--- src/hdl/sle_pkg.sv ---
`timescale 1ns / 1ps
// ----------------------------------------------------------------------------
// Sorted list engine package
// Request and status codes, sequencer states and default sizing shared by
// the sorted list engine.
// ----------------------------------------------------------------------------
package sle_pkg;

   // Default number of values the store can hold.
   localparam int CAPACITY_DEFAULT = 64;

   // Fixed field widths of the request and response words.
   localparam int KEY_W    = 32;
   localparam int TYPE_W   = 2;
   localparam int STATUS_W = 2;
   localparam int POS_W    = 6;
   localparam int LEN_W    = 7;

   // Request codes carried on req_tuser.
   localparam logic [TYPE_W-1:0] REQ_INSERT = 2'd0;
   localparam logic [TYPE_W-1:0] REQ_FIND   = 2'd1;
   localparam logic [TYPE_W-1:0] REQ_REMOVE = 2'd2;

   // Status codes carried on rsp_tuser.
   localparam logic [STATUS_W-1:0] STATUS_OK        = 2'd0;
   localparam logic [STATUS_W-1:0] STATUS_NOT_FOUND = 2'd1;
   localparam logic [STATUS_W-1:0] STATUS_FULL      = 2'd2;

   // Sequencer states.
   typedef enum logic [1:0] {
      ST_IDLE,
      ST_READ,
      ST_EVAL,
      ST_FINISH
   } state_type;

endpackage

--- src/hdl/sorted_list_engine.sv ---
`timescale 1ns / 1ps
// ----------------------------------------------------------------------------
// Sorted list engine
// Ascending store of signed 32-bit values with insert, find and remove.
// ----------------------------------------------------------------------------
// The engine keeps up to CAPACITY signed values in ascending order in a
// single-port-read, single-port-write memory and serves one request word at
// a time. A small sequencer walks the store with one shared signed comparator;
// every visited entry takes a memory read step, then a compare and optional
// write-back step, because the read data comes out of a registered port.
// Insert walks down from the top, moving each entry not smaller than the key
// up by one slot. Find walks up from the bottom and stops at the first equal
// or greater entry; remove does the same and then closes the gap in the same
// pass. A full insert and the unused request code go straight to the finish
// step. The last step waits as long as the response side stalls an earlier
// response word. The request side is ready only while the sequencer is idle;
// a finished response waits in an output register, so a new request word can
// be taken while the last response is still pending.
// The store needs no clearing after reset: only entries below the current
// length are ever used.
// ----------------------------------------------------------------------------
module sorted_list_engine #(
   parameter int CAPACITY = sle_pkg::CAPACITY_DEFAULT
) (
   input  logic        clock,
   input  logic        reset,
   // Request channel.
   input  logic        req_tvalid,
   output logic        req_tready,
   input  logic [31:0] req_tdata,   // [31:0] key_value (signed)
   input  logic [1:0]  req_tuser,   // [1:0] req_type
   // Response channel.
   output logic        rsp_tvalid,
   input  logic        rsp_tready,
   output logic [47:0] rsp_tdata,   // [5:0] position, [37:6] removed_value,
                                    // [44:38] length, [47:45] zero
   output logic [1:0]  rsp_tuser    // [1:0] status
);

   // Address width of the store, and a count width that can hold CAPACITY.
   localparam int ADDR_W = $clog2(CAPACITY);
   localparam int CNT_W  = $clog2(CAPACITY + 1);

   // ------------------------------------------------------------------------
   // Storage and registers
   // ------------------------------------------------------------------------
   logic signed [sle_pkg::KEY_W-1:0] mem [CAPACITY];

   sle_pkg::state_type state_ff, state_in;

   logic [sle_pkg::TYPE_W-1:0]       type_ff, type_in;
   logic signed [sle_pkg::KEY_W-1:0] key_ff, key_in;
   logic [CNT_W-1:0]                 count_ff, count_in;
   logic [CNT_W-1:0]                 idx_ff, idx_in;
   logic                             found_ff, found_in;
   logic [sle_pkg::STATUS_W-1:0]     status_ff, status_in;
   logic [ADDR_W-1:0]                pos_ff, pos_in;
   logic signed [sle_pkg::KEY_W-1:0] removed_ff, removed_in;

   // Memory ports.
   logic signed [sle_pkg::KEY_W-1:0] rd_data_ff;
   logic [ADDR_W-1:0]                rd_addr;
   logic                             wr_en;
   logic [ADDR_W-1:0]                wr_addr;
   logic signed [sle_pkg::KEY_W-1:0] wr_data;

   // Response register.
   logic                             rsp_valid_ff, rsp_valid_in;
   logic [sle_pkg::STATUS_W-1:0]     rsp_status_ff, rsp_status_in;
   logic [sle_pkg::POS_W-1:0]        rsp_pos_ff, rsp_pos_in;
   logic signed [sle_pkg::KEY_W-1:0] rsp_removed_ff, rsp_removed_in;
   logic [sle_pkg::LEN_W-1:0]        rsp_len_ff, rsp_len_in;

   // ------------------------------------------------------------------------
   // Shared decode
   // ------------------------------------------------------------------------
   logic             req_fire;
   logic             rsp_free;
   logic             rsp_load;
   logic             at_end;       // search index has reached the length
   logic             at_bottom;    // insert slot has reached entry zero
   logic             key_le_data;  // the one shared comparator
   logic             key_eq_data;
   logic [CNT_W-1:0] idx_m1;
   logic [31:0]      pos_wide;
   logic [31:0]      len_wide;

   assign req_tready  = (state_ff == sle_pkg::ST_IDLE);
   assign req_fire    = req_tvalid && req_tready;
   assign rsp_free    = !rsp_valid_ff || rsp_tready;
   assign rsp_load    = (state_ff == sle_pkg::ST_FINISH) && rsp_free;
   assign at_end      = (idx_ff == count_ff);
   assign at_bottom   = (idx_ff == '0);
   assign idx_m1      = idx_ff - 1'b1;
   assign key_le_data = (key_ff <= rd_data_ff);
   assign key_eq_data = (key_ff == rd_data_ff);

   // Position and length are reported as the low bits of their true values.
   assign pos_wide = 32'(pos_ff);
   assign len_wide = 32'(count_in);

   // ------------------------------------------------------------------------
   // Next state
   // ------------------------------------------------------------------------
   always_comb begin
      state_in = state_ff;
      case (state_ff)
         sle_pkg::ST_IDLE: begin
            if (req_fire) begin
               if (req_tuser inside {sle_pkg::REQ_FIND, sle_pkg::REQ_REMOVE}) begin
                  state_in = sle_pkg::ST_READ;
               end else if (req_tuser == sle_pkg::REQ_INSERT &&
                            32'(count_ff) < CAPACITY) begin
                  state_in = sle_pkg::ST_READ;
               end else begin
                  state_in = sle_pkg::ST_FINISH;
               end
            end
         end
         sle_pkg::ST_READ: begin
            if (type_ff == sle_pkg::REQ_INSERT) begin
               state_in = at_bottom ? sle_pkg::ST_FINISH : sle_pkg::ST_EVAL;
            end else begin
               state_in = at_end ? sle_pkg::ST_FINISH : sle_pkg::ST_EVAL;
            end
         end
         sle_pkg::ST_EVAL: begin
            if (type_ff == sle_pkg::REQ_INSERT) begin
               state_in = key_le_data ? sle_pkg::ST_READ : sle_pkg::ST_FINISH;
            end else if (found_ff) begin
               state_in = sle_pkg::ST_READ;
            end else if (key_eq_data) begin
               state_in = (type_ff == sle_pkg::REQ_FIND) ? sle_pkg::ST_FINISH
                                                         : sle_pkg::ST_READ;
            end else if (key_le_data) begin
               // First entry above the key: the key is not stored.
               state_in = sle_pkg::ST_FINISH;
            end else begin
               state_in = sle_pkg::ST_READ;
            end
         end
         sle_pkg::ST_FINISH: begin
            if (rsp_free) begin
               state_in = sle_pkg::ST_IDLE;
            end
         end
         default: begin
            state_in = sle_pkg::ST_IDLE;
         end
      endcase
   end

   // ------------------------------------------------------------------------
   // Memory port control
   // ------------------------------------------------------------------------
   always_comb begin
      rd_addr = idx_ff[ADDR_W-1:0];
      wr_en   = 1'b0;
      wr_addr = idx_ff[ADDR_W-1:0];
      wr_data = key_ff;
      case (state_ff)
         sle_pkg::ST_READ: begin
            if (type_ff == sle_pkg::REQ_INSERT) begin
               // Insert reads the entry below the open slot; at the bottom
               // the key drops into entry zero.
               rd_addr = idx_m1[ADDR_W-1:0];
               wr_en   = at_bottom;
            end
         end
         sle_pkg::ST_EVAL: begin
            if (type_ff == sle_pkg::REQ_INSERT) begin
               // Either move the entry up into the open slot, or place the key.
               wr_en   = 1'b1;
               wr_data = key_le_data ? rd_data_ff : key_ff;
            end else if (found_ff) begin
               // Remove is closing the gap: each entry moves down by one.
               wr_en   = 1'b1;
               wr_addr = idx_m1[ADDR_W-1:0];
               wr_data = rd_data_ff;
            end
         end
         default: begin
            wr_en = 1'b0;
         end
      endcase
   end

   always_ff @(posedge clock) begin
      rd_data_ff <= mem[rd_addr];
      if (wr_en) begin
         mem[wr_addr] <= wr_data;
      end
   end

   // ------------------------------------------------------------------------
   // Datapath registers
   // ------------------------------------------------------------------------
   always_comb begin
      type_in    = type_ff;
      key_in     = key_ff;
      idx_in     = idx_ff;
      found_in   = found_ff;
      status_in  = status_ff;
      pos_in     = pos_ff;
      removed_in = removed_ff;
      count_in   = count_ff;

      rsp_valid_in   = rsp_valid_ff && !rsp_tready;
      rsp_status_in  = rsp_status_ff;
      rsp_pos_in     = rsp_pos_ff;
      rsp_removed_in = rsp_removed_ff;
      rsp_len_in     = rsp_len_ff;

      case (state_ff)
         sle_pkg::ST_IDLE: begin
            if (req_fire) begin
               type_in    = req_tuser;
               key_in     = req_tdata;
               found_in   = 1'b0;
               pos_in     = '0;
               removed_in = '0;
               status_in  = sle_pkg::STATUS_OK;
               idx_in     = '0;
               case (req_tuser)
                  sle_pkg::REQ_INSERT: begin
                     idx_in = count_ff;
                     if (32'(count_ff) >= CAPACITY) begin
                        status_in = sle_pkg::STATUS_FULL;
                     end
                  end
                  sle_pkg::REQ_FIND, sle_pkg::REQ_REMOVE: begin
                     status_in = sle_pkg::STATUS_NOT_FOUND;
                  end
                  default: begin
                     status_in = sle_pkg::STATUS_OK;
                  end
               endcase
            end
         end
         sle_pkg::ST_EVAL: begin
            if (type_ff == sle_pkg::REQ_INSERT) begin
               idx_in = idx_m1;
            end else begin
               idx_in = idx_ff + 1'b1;
               if (!found_ff && key_eq_data) begin
                  found_in   = 1'b1;
                  status_in  = sle_pkg::STATUS_OK;
                  pos_in     = idx_ff[ADDR_W-1:0];
                  removed_in = (type_ff == sle_pkg::REQ_REMOVE) ? rd_data_ff : '0;
               end
            end
         end
         sle_pkg::ST_FINISH: begin
            if (rsp_free) begin
               if (type_ff == sle_pkg::REQ_INSERT && status_ff == sle_pkg::STATUS_OK) begin
                  count_in = count_ff + 1'b1;
               end else if (type_ff == sle_pkg::REQ_REMOVE && found_ff) begin
                  count_in = count_ff - 1'b1;
               end
               rsp_valid_in   = 1'b1;
               rsp_status_in  = status_ff;
               rsp_pos_in     = pos_wide[sle_pkg::POS_W-1:0];
               rsp_removed_in = removed_ff;
               rsp_len_in     = len_wide[sle_pkg::LEN_W-1:0];
            end
         end
         default: begin
            idx_in = idx_ff;
         end
      endcase
   end

   always_ff @(posedge clock) begin
      if (reset) begin
         state_ff     <= sle_pkg::ST_IDLE;
         count_ff     <= '0;
         rsp_valid_ff <= 1'b0;
      end else begin
         state_ff     <= state_in;
         count_ff     <= count_in;
         rsp_valid_ff <= rsp_valid_in;
      end
   end

   always_ff @(posedge clock) begin
      type_ff        <= type_in;
      key_ff         <= key_in;
      idx_ff         <= idx_in;
      found_ff       <= found_in;
      status_ff      <= status_in;
      pos_ff         <= pos_in;
      removed_ff     <= removed_in;
      rsp_status_ff  <= rsp_status_in;
      rsp_pos_ff     <= rsp_pos_in;
      rsp_removed_ff <= rsp_removed_in;
      rsp_len_ff     <= rsp_len_in;
   end

   // ------------------------------------------------------------------------
   // Response ports
   // ------------------------------------------------------------------------
   assign rsp_tvalid = rsp_valid_ff;
   assign rsp_tuser  = rsp_status_ff;
   assign rsp_tdata  = {3'b000, rsp_len_ff, rsp_removed_ff, rsp_pos_ff};

   // ------------------------------------------------------------------------
   // Assertions
   // ------------------------------------------------------------------------
   // The stored length never exceeds the capacity.
   a_count_bound: assert property (@(posedge clock) disable iff (reset)
      32'(count_ff) <= CAPACITY)
      else $error("stored length exceeds capacity");

   // A full status is only reported when the store really is full.
   a_full_only_at_capacity: assert property (@(posedge clock) disable iff (reset)
      (rsp_load && status_ff == sle_pkg::STATUS_FULL) |-> 32'(count_ff) == CAPACITY)
      else $error("full status with free room in the store");

   // The length only changes when a response is loaded.
   a_count_changes_on_finish: assert property (@(posedge clock) disable iff (reset)
      !$stable(count_ff) |-> $past(rsp_load))
      else $error("stored length changed outside a response load");

   // Writes never land above the current length.
   a_write_in_range: assert property (@(posedge clock) disable iff (reset)
      wr_en |-> 32'(wr_addr) <= 32'(count_ff))
      else $error("store write beyond the stored length");

   // A lookup that succeeded reports ok.
   a_found_is_ok: assert property (@(posedge clock) disable iff (reset)
      (rsp_load && found_ff) |-> status_ff == sle_pkg::STATUS_OK)
      else $error("found value reported with a failing status");

endmodule
--- config.mk ---
export PLATFORM = sky130hd
export DESIGN_NAME = sorted_list_engine
export DESIGN_NICKNAME = d
export VERILOG_FILES = /design/src/hdl/sle_pkg.sv /design/src/hdl/sorted_list_engine.sv
export SDC_FILE = /design/constraint.sdc
export NUM_CORES = 2
export LEC_CHECK = 0
export ABC_AREA = 1
export BUFFER_PORTS_ARGS = -buffer_cell sky130_fd_sc_hd__buf_4
export CAP_MARGIN = 30
export CORE_MARGIN = 2
export CORE_UTILIZATION = 60
export DETAILED_ROUTE_END_ITERATION = 6
export GPL_ROUTABILITY_DRIVEN = 0
export PLACE_DENSITY = 0.83
export SYNTH_ARGS = -nofsm -noshare
export SYNTH_HDL_FRONTEND = slang
export SYNTH_SLANG_ARGS = --single-unit
--- constraint.sdc ---
create_clock -name clock -period 8.4 [get_ports clock]
set_clock_uncertainty 0.1 [all_clocks]
set_input_delay 1.68 -clock clock [delete_from_list [all_inputs] [get_ports clock]]
set_output_delay 1.68 -clock clock [all_outputs]
set_load 0.03 [all_outputs]
## Word-level counts from Yosys, hierarchy flattened

Memories as Yosys holds them, arrays and structs flattened. A register that Yosys moved wholly into a read port is not among the register bits.
Index checks and enable logic that the tools add are counted.

- Register bits after elaboration: 139
- RAM bits: 2,048
- Input port bits: 38
- Output and inout bits: 52
- Word-level logic and storage cells: 116
- Memories kept: 1

- Add/sub/neg operators: 4
- Order comparisons: 3
- Equality and inequality tests: 13
- Muxes and demuxes: 58
- Reductions and logical operators: 23

Memory list:

| memory | words | bits a word | rd ports | clocked after memory_dff | wr ports | line | RTL |
|---|---|---|---|---|---|---|---|
| mem | 64 | 32 | 1 | 1 | 1 | sorted_list_engine.sv:47 | `logic signed [sle_pkg::KEY_W-1:0] mem [CAPACITY];` |

Operators by type and width:

| kind | number |
|---|---|
| 32-bit 2-to-1 mux | 8 |
| 32-bit case mux with 2 select lines | 1 |
| 7-bit 2-to-1 mux | 7 |
| 6-bit 2-to-1 mux | 8 |
| 32-bit equality test | 1 |
| 32-bit <= comparator | 1 |
| 2-bit 2-to-1 mux | 14 |
| 7-bit by 1-bit adder with 7-bit output (second input constant) | 2 |
| 7-bit case mux with 2 select lines | 1 |
| 7-bit by 1-bit subtractor with 7-bit output (second input constant) | 2 |
| 1-bit 2-to-1 mux | 13 |
| 6-bit case mux with 2 select lines | 1 |
| 2-bit equality test (second input constant) | 4 |
| 2-bit logical NOT | 4 |
| 2-bit case mux with 2 select lines | 2 |
| 2-bit case mux with 4 select lines | 1 |
| 2-bit AND reduction | 4 |
| 7-bit equality test | 1 |
| 7-bit greater-or-equal comparator (second input constant) | 1 |
| 7-bit logical NOT | 1 |
| 7-bit < comparator (second input constant) | 1 |
| 2-bit by 1-bit equality test with 1-bit output (second input constant) | 3 |
| 1-bit logical AND | 6 |
| 2-bit inequality test (second input constant) | 3 |
| other kinds (7) | 11 |

## Longest topological paths before layout

- Depth after elaboration: 6
- Gate-level depth with buffers: 19
- Gate-level depth less buffers: 18

## Worst setup path before layout

Ideal clock, no wire load.

- Path type: input to register
- Start: in rsp_tready
- End: reg rsp_len_ff[0] in the netlist's numbering (data pin)
- Data arrival time: 4.668 ns
- Slack: 3.375 ns
- Cell stages on the path: 6
- Buffers on the path: 0
- Path through: nor2_1 > nor2_1 > inv_1 > a21oi_1 > xor2_1 > inv_1

- Longest elaborated chain between the ends: 3

Ends and longest elaborated chain:

| element | line | RTL |
|---|---|---|
| start, declared | sorted_list_engine.sv:34 | `input logic rsp_tready,` |
| 1-bit logical OR | sorted_list_engine.sv:90 | `assign rsp_free = !rsp_valid_ff \|\| rsp_tready;` |
| 7-bit 2-to-1 mux | sorted_list_engine.sv:254 | `if (rsp_free) begin` |
| 7-bit 2-to-1 mux | sorted_list_engine.sv:214 | `case (state_ff)` |
| net count_in[0] | sorted_list_engine.sv:53 | `logic [CNT_W-1:0] count_ff, count_in;` |
| end signal, assigned | sorted_list_engine.sv:296 | `rsp_len_ff <= rsp_len_in;` |
| end, declared | sorted_list_engine.sv:72 | `logic [sle_pkg::LEN_W-1:0] rsp_len_ff, rsp_len_in;` |

The timed path passes the listed nets, and every way through them passes these cells.
A chain may end at the register's enable or synchronous reset.

## Worst setup path after layout

- Start: reg type_ff[0] in the netlist's numbering
- End: mem mem[21][5] in the netlist's numbering, enable pin

- Longest elaborated chain between the ends: 5
- Elaborated cells on any way between the ends: 8
- Classes of those cells: mux: 7; reduce/logical: 1

Ends and longest elaborated chain:

| element | line | RTL |
|---|---|---|
| start, declared | sorted_list_engine.sv:51 | `logic [sle_pkg::TYPE_W-1:0] type_ff, type_in;` |
| start signal, assigned | sorted_list_engine.sv:286 | `type_ff <= type_in;` |
| 2-bit logical NOT (*) | sorted_list_engine.sv:163, sorted_list_engine.sv:171 |  |
| 1-bit 2-to-1 mux (on tied branches) | sorted_list_engine.sv:171, sorted_list_engine.sv:163 |  |
| 1-bit case mux with 2 select lines | sorted_list_engine.sv:161 | `case (state_ff)` |
| 1-bit 2-to-1 mux | sorted_list_engine.sv:190 | `if (wr_en) begin` |
| 1-bit 2-to-1 mux (implied by the code) | sorted_list_engine.sv:191 | `mem[wr_addr] <= wr_data;` |
| end, declared | sorted_list_engine.sv:47 |  |

Every way passes the cells marked *; elsewhere a longest branch is shown, timed or not.

==> impl_metrics.xml <==
<?xml version="1.0" encoding="UTF-8"?>
<metrics>
  <group name="grt">
    <metric name="grt_pass1_wl" unit="um">361000</metric>
    <metric name="grt_total_usage" unit="%">32.6</metric>
    <metric name="grt_antenna_before_repair" unit="">9</metric>
    <metric name="grt_max_degree" unit="">212</metric>
    <metric name="grt_remaining_overflow" unit="">0</metric>
    <metric name="first_global_vias" unit="">56348</metric>
  </group>
  <group name="floorplan">
    <metric name="floorplan.die_area" unit="um^2">150000</metric>
    <metric name="ioPinCount" unit="">90</metric>
    <metric name="die_h" unit="um">387</metric>
    <metric name="fp-row-count" unit="">140</metric>
    <metric name="die_width" unit="um">387</metric>
    <metric name="initial_utilization" unit="%">60.4</metric>
    <metric name="floorplan.core_area" unit="um^2">146000</metric>
  </group>
  <group name="critical_path">
    <metric name="timing.critical_path.slowest_stage_cell" unit="">sky130_fd_sc_hd__nor2_4</metric>
    <metric name="cp_data_required_time" unit="ns">8.75</metric>
    <metric name="setup.worst_path.start" unit="">type_ff[0]</metric>
    <metric name="setup.worst_path.start_class" unit="">flop</metric>
    <metric name="max_stage_delay" unit="ns">1.05</metric>
    <metric name="worstReg2RegEnd" unit="">mem[21][5]</metric>
    <metric name="worst_path_class_setup" unit="">reg -&gt; reg</metric>
    <metric name="worst_path_most_repeated_cell" unit="">sky130_fd_sc_hd__inv_1</metric>
    <metric name="crit_arrival" unit="ns">5.59</metric>
    <metric name="worstSetupEndpointType" unit="">flop</metric>
    <metric name="end_point_of_the_critical_path" unit="">mem[21][5]</metric>
    <metric name="crit_path_cell_trace" unit="">nor2_4, nor2_2, inv_1, nor2_1, inv_1, o21ai_0, inv_1, nor2_1, nand2_1, nor2_4</metric>
    <metric name="r2r_setup_slack" unit="ns">3.16</metric>
    <metric name="regToRegStartpoint" unit="">type_ff[0]</metric>
    <metric name="worst-r2r-cell-count" unit="">10</metric>
    <metric name="critical_path_fanouts_max" unit="">32</metric>
  </group>
  <group name="cts">
    <metric name="total_setup_buffers_inserted_after_cts" unit="">0</metric>
    <metric name="hold_buffers" unit="">0</metric>
    <metric name="cts_max_path_buffers" unit="">3</metric>
    <metric name="cts_htree_levels" unit="">4</metric>
    <metric name="cts.repair.resized" unit="">0</metric>
    <metric name="worstSkewPairLatency" unit="ns">0.87</metric>
    <metric name="clock_tree.root_cell" unit="">sky130_fd_sc_hd__clkbuf_16</metric>
    <metric name="path_clk_slew" unit="ns">0.06</metric>
    <metric name="cts_tree" unit="">done</metric>
    <metric name="cts_sinks" unit="">2219</metric>
    <metric name="cts-buffers-inserted" unit="">202</metric>
  </group>
  <group name="sta">
    <metric name="final_hold_viol_count" unit="">0</metric>
    <metric name="max-slew-margin-rel" unit="%">28.9</metric>
    <metric name="number_of_pins_with_negative_max_slew_slack_in_the_final_report" unit="">0</metric>
    <metric name="transition_time_of_the_tightest_slew_check_pin" unit="ns">1.06</metric>
    <metric name="layout_worst_path_cycle_share" unit="%">62.4</metric>
    <metric name="fmax" unit="MHz">191</metric>
    <metric name="grt_setup_unrepaired" unit="">no</metric>
    <metric name="finalWorstPathRequiredPeriod" unit="ns">5.24</metric>
    <metric name="report.final.setup_viol" unit="">0</metric>
    <metric name="finalSetupTns" unit="ns">0</metric>
  </group>
  <group name="synth">
    <metric name="postSynthAreaPerCell" unit="um^2">13.7</metric>
    <metric name="postSynthCellCount" unit="">6441</metric>
    <metric name="yosys.area.top_type_share" unit="%">74.3</metric>
    <metric name="ys_async_sr_fraction" unit="%">0</metric>
    <metric name="yosysWarnings" unit="">0</metric>
    <metric name="seq_area_frac_synth" unit="%">75.3</metric>
    <metric name="number_of_library_cell_types_mapped_by_synthesis" unit="">40</metric>
    <metric name="synth_area" unit="um^2">88000</metric>
    <metric name="synth_ff_type" unit="">sky130_fd_sc_hd__edfxtp_1</metric>
    <metric name="post-synth-top-area-cell" unit="">sky130_fd_sc_hd__edfxtp_1</metric>
    <metric name="synth_seq_cells" unit="">2219</metric>
    <metric name="synth.area.top_cells" unit="">sky130_fd_sc_hd__edfxtp_1 (74%), sky130_fd_sc_hd__o21ai_0 (5.9%), sky130_fd_sc_hd__nor2_1 (4.7%), sky130_fd_sc_hd__o221ai_1 (3.0%), sky130_fd_sc_hd__o211ai_1 (2.2%)</metric>
    <metric name="number_of_flops_mapped_to_enable_cells_by_yosys" unit="">2177</metric>
  </group>
  <group name="detailed_routing">
    <metric name="postRouteAntennaNets" unit="">0</metric>
    <metric name="detailedRoute.firstIterationViolations" unit="">10695</metric>
    <metric name="wirelength_met1" unit="um">81700</metric>
    <metric name="drc" unit="">58</metric>
    <metric name="route.final.wire_length" unit="um">250000</metric>
    <metric name="wl_per_cell" unit="um">29.5</metric>
    <metric name="num_vias" unit="">59008</metric>
    <metric name="dr.pass1.iters" unit="">7</metric>
    <metric name="met2_wirelength" unit="um">112000</metric>
    <metric name="highest_routed_metal_layer" unit="">met5</metric>
    <metric name="routed_via_density" unit="">6.95</metric>
    <metric name="met3_wirelength" unit="um">39500</metric>
  </group>
  <group name="power_and_ir_drop">
    <metric name="ir_worst_vdd" unit="mV">0.315</metric>
    <metric name="p_total" unit="mW">33.1</metric>
    <metric name="pwr_density_cell" unit="nW/um^2">338</metric>
    <metric name="power.static_leakage" unit="nW">31.1</metric>
  </group>
  <group name="finish">
    <metric name="number_of_filler_cells_placed_in_the_layout" unit="">8864</metric>
    <metric name="layout.nets" unit="">6482</metric>
    <metric name="fin_cells" unit="">8488</metric>
    <metric name="multiInputGateArea" unit="um^2">19600</metric>
    <metric name="seq_area" unit="um^2">66200</metric>
    <metric name="design_area" unit="um^2">98100</metric>
    <metric name="area_growth" unit="%">11.6</metric>
    <metric name="drive_above_1_share" unit="%">9.16</metric>
  </group>
  <group name="worst_hold_path">
    <metric name="worst_hold_path_type" unit="">reg -&gt; reg</metric>
  </group>
  <group name="status">
    <metric name="failed_checks" unit="">design-rule violations</metric>
    <metric name="run_status" unit="">finished, violations left</metric>
  </group>
  <group name="flow_run">
    <metric name="cap_viol_max_count" unit="">0</metric>
  </group>
  <group name="placement">
    <metric name="dp_cells" unit="">8099</metric>
    <metric name="dp_hpwl" unit="um">135000</metric>
    <metric name="io_buffers" unit="">86</metric>
    <metric name="placedInstanceArea" unit="um^2">91100</metric>
  </group>
</metrics>
[cells in the mapped netlist, types with 2 or more instances]
library cell,count
sky130_fd_sc_hd__o21bai_1,63
sky130_fd_sc_hd__dfxtp_1,42
sky130_fd_sc_hd__clkbuf_1,229
sky130_fd_sc_hd__inv_4,2
sky130_fd_sc_hd__inv_2,2
sky130_fd_sc_hd__xor2_1,14
sky130_fd_sc_hd__o221ai_1,298
sky130_fd_sc_hd__buf_4,25
sky130_fd_sc_hd__nor3_1,8
sky130_fd_sc_hd__nand3_1,318
sky130_fd_sc_hd__buf_6,14
sky130_fd_sc_hd__o31ai_1,2
sky130_fd_sc_hd__buf_2,173
sky130_fd_sc_hd__buf_1,9
sky130_fd_sc_hd__o211ai_1,253
sky130_fd_sc_hd__ha_1,42
sky130_fd_sc_hd__nor2_1,1101
sky130_fd_sc_hd__nand2_1,192
sky130_fd_sc_hd__o21ai_1,48
sky130_fd_sc_hd__a21o_1,2
sky130_fd_sc_hd__o22ai_1,159
sky130_fd_sc_hd__xnor2_1,5
sky130_fd_sc_hd__nand4_1,7
sky130_fd_sc_hd__inv_1,139
sky130_fd_sc_hd__nand2_2,3
sky130_fd_sc_hd__edfxtp_1,2177
sky130_fd_sc_hd__a21oi_1,37
sky130_fd_sc_hd__o21ai_0,1044
sky130_fd_sc_hd__clkbuf_2,22
[worst min-delay path by stage]
stage,startpoint,slack [ns],cells past startpoint,end
after global placement,pos_ff[4],0.30,0,rsp_pos_ff[4]
after global routing,removed_ff[30],0.32,0,rsp_removed_ff[30]
after detailed placement,removed_ff[5],0.30,0,rsp_removed_ff[5]
after floorplan,pos_ff[0],0.30,0,rsp_pos_ff[0]
final,removed_ff[26],0.32,0,rsp_removed_ff[26]
after CTS,removed_ff[26],0.32,0,rsp_removed_ff[26]
[metrics by stage]
step | setup slack [ns] | hold WS (ns) | util [%]
after floorplan | 3.38 | 0.300 | -
after global placement | 3.48 | 0.305 | 62.0
after detailed placement | 3.46 | 0.305 | 62.6
after CTS | 3.34 | 0.315 | 67.2
after global routing | 3.05 | 0.319 | 67.4
final | 3.16 | 0.315 | 67.4
[kinds of logic (layout without fill, tap and decap cells)]
kind of cell	count (synthesis)	count (layout)	synth area share (%)
DFF	2219	2219	75.3
AOI/OAI and AO/OA	1909	1909	13.3
and+or+nand+nor	1634	1634	7.49
buffers and inverters	617	743	3.15
adders and majority gates	42	42	0.597
xor gates and xnor gates	19	19	0.189
other	1	5	0.00426
[critical path: cells and delay by family (launching register included)]
family          cells  cell delay, ns
simple gates        6            2.85
buf+inv             3            0.80
compound gates      1            0.63
flops               1            0.42
[registers in the layout, indices dropped and copies added, names as in the netlist, 6 cells and up]
name and cells:
removed_ff 32, count_ff 7, rd_data_ff 32, pos_ff 6
rsp_len_ff 7, rsp_removed_ff 32, idx_ff 7, key_ff 32
rsp_pos_ff 6, mem 2048
[layer usage]
layer / global-route usage (%) / up-vias
met5: 0 / -
met4: 20.3 / 4
met3: 10.5 / 959
met2: 48.3 / 5411
met1: 42.0 / 28262
li1: - / 24372
[power breakdown]
group	switching [mW]	internal [mW]	leakage, nW
registers	0.278	13.4	20.0
logic	7.92	2.14	7.86
clock network	4.07	5.34	3.28
[placed cells by master (no fill, tap or decap), drive strengths merged, types with 3 or more instances in the layout]
| cell type | Yosys | final |
|---|---|---|
| xnor2 | 5 | 5 |
| buf | 222 | 228 |
| clkbuf | 251 | 272 |
| o221ai | 298 | 298 |
| conb | 1 | 3 |
| ha | 42 | 42 |
| o22ai | 159 | 159 |
| a21oi | 37 | 37 |
| o21bai | 63 | 63 |
| inv | 143 | 152 |
| nor2 | 1103 | 1103 |
| nand4 | 7 | 7 |
| clkinv | 1 | 64 |
| bufinv | 0 | 23 |
| o211ai | 253 | 253 |
| clkinvlp | 0 | 4 |
| dfxtp | 42 | 42 |
| xor2 | 14 | 14 |
| nand3 | 318 | 318 |
| nor3 | 8 | 8 |
| nand2 | 196 | 196 |
| o21ai | 1094 | 1094 |
| edfxtp | 2177 | 2177 |
[cell type report]
cell class / instances / share of cell area, %
repair buffers: 228 / 2.72
clock inverters: 99 / 1.20
well taps: 1917 / 2.44
multi-input cells: 3607 / 19.9
diodes: 2 / 0.00510
inverters: 144 / 0.593
flip-flops and latches: 2219 / 67.5
clock buffers: 272 / 5.65
Note: power is estimated with default switching activity, not from simulation.
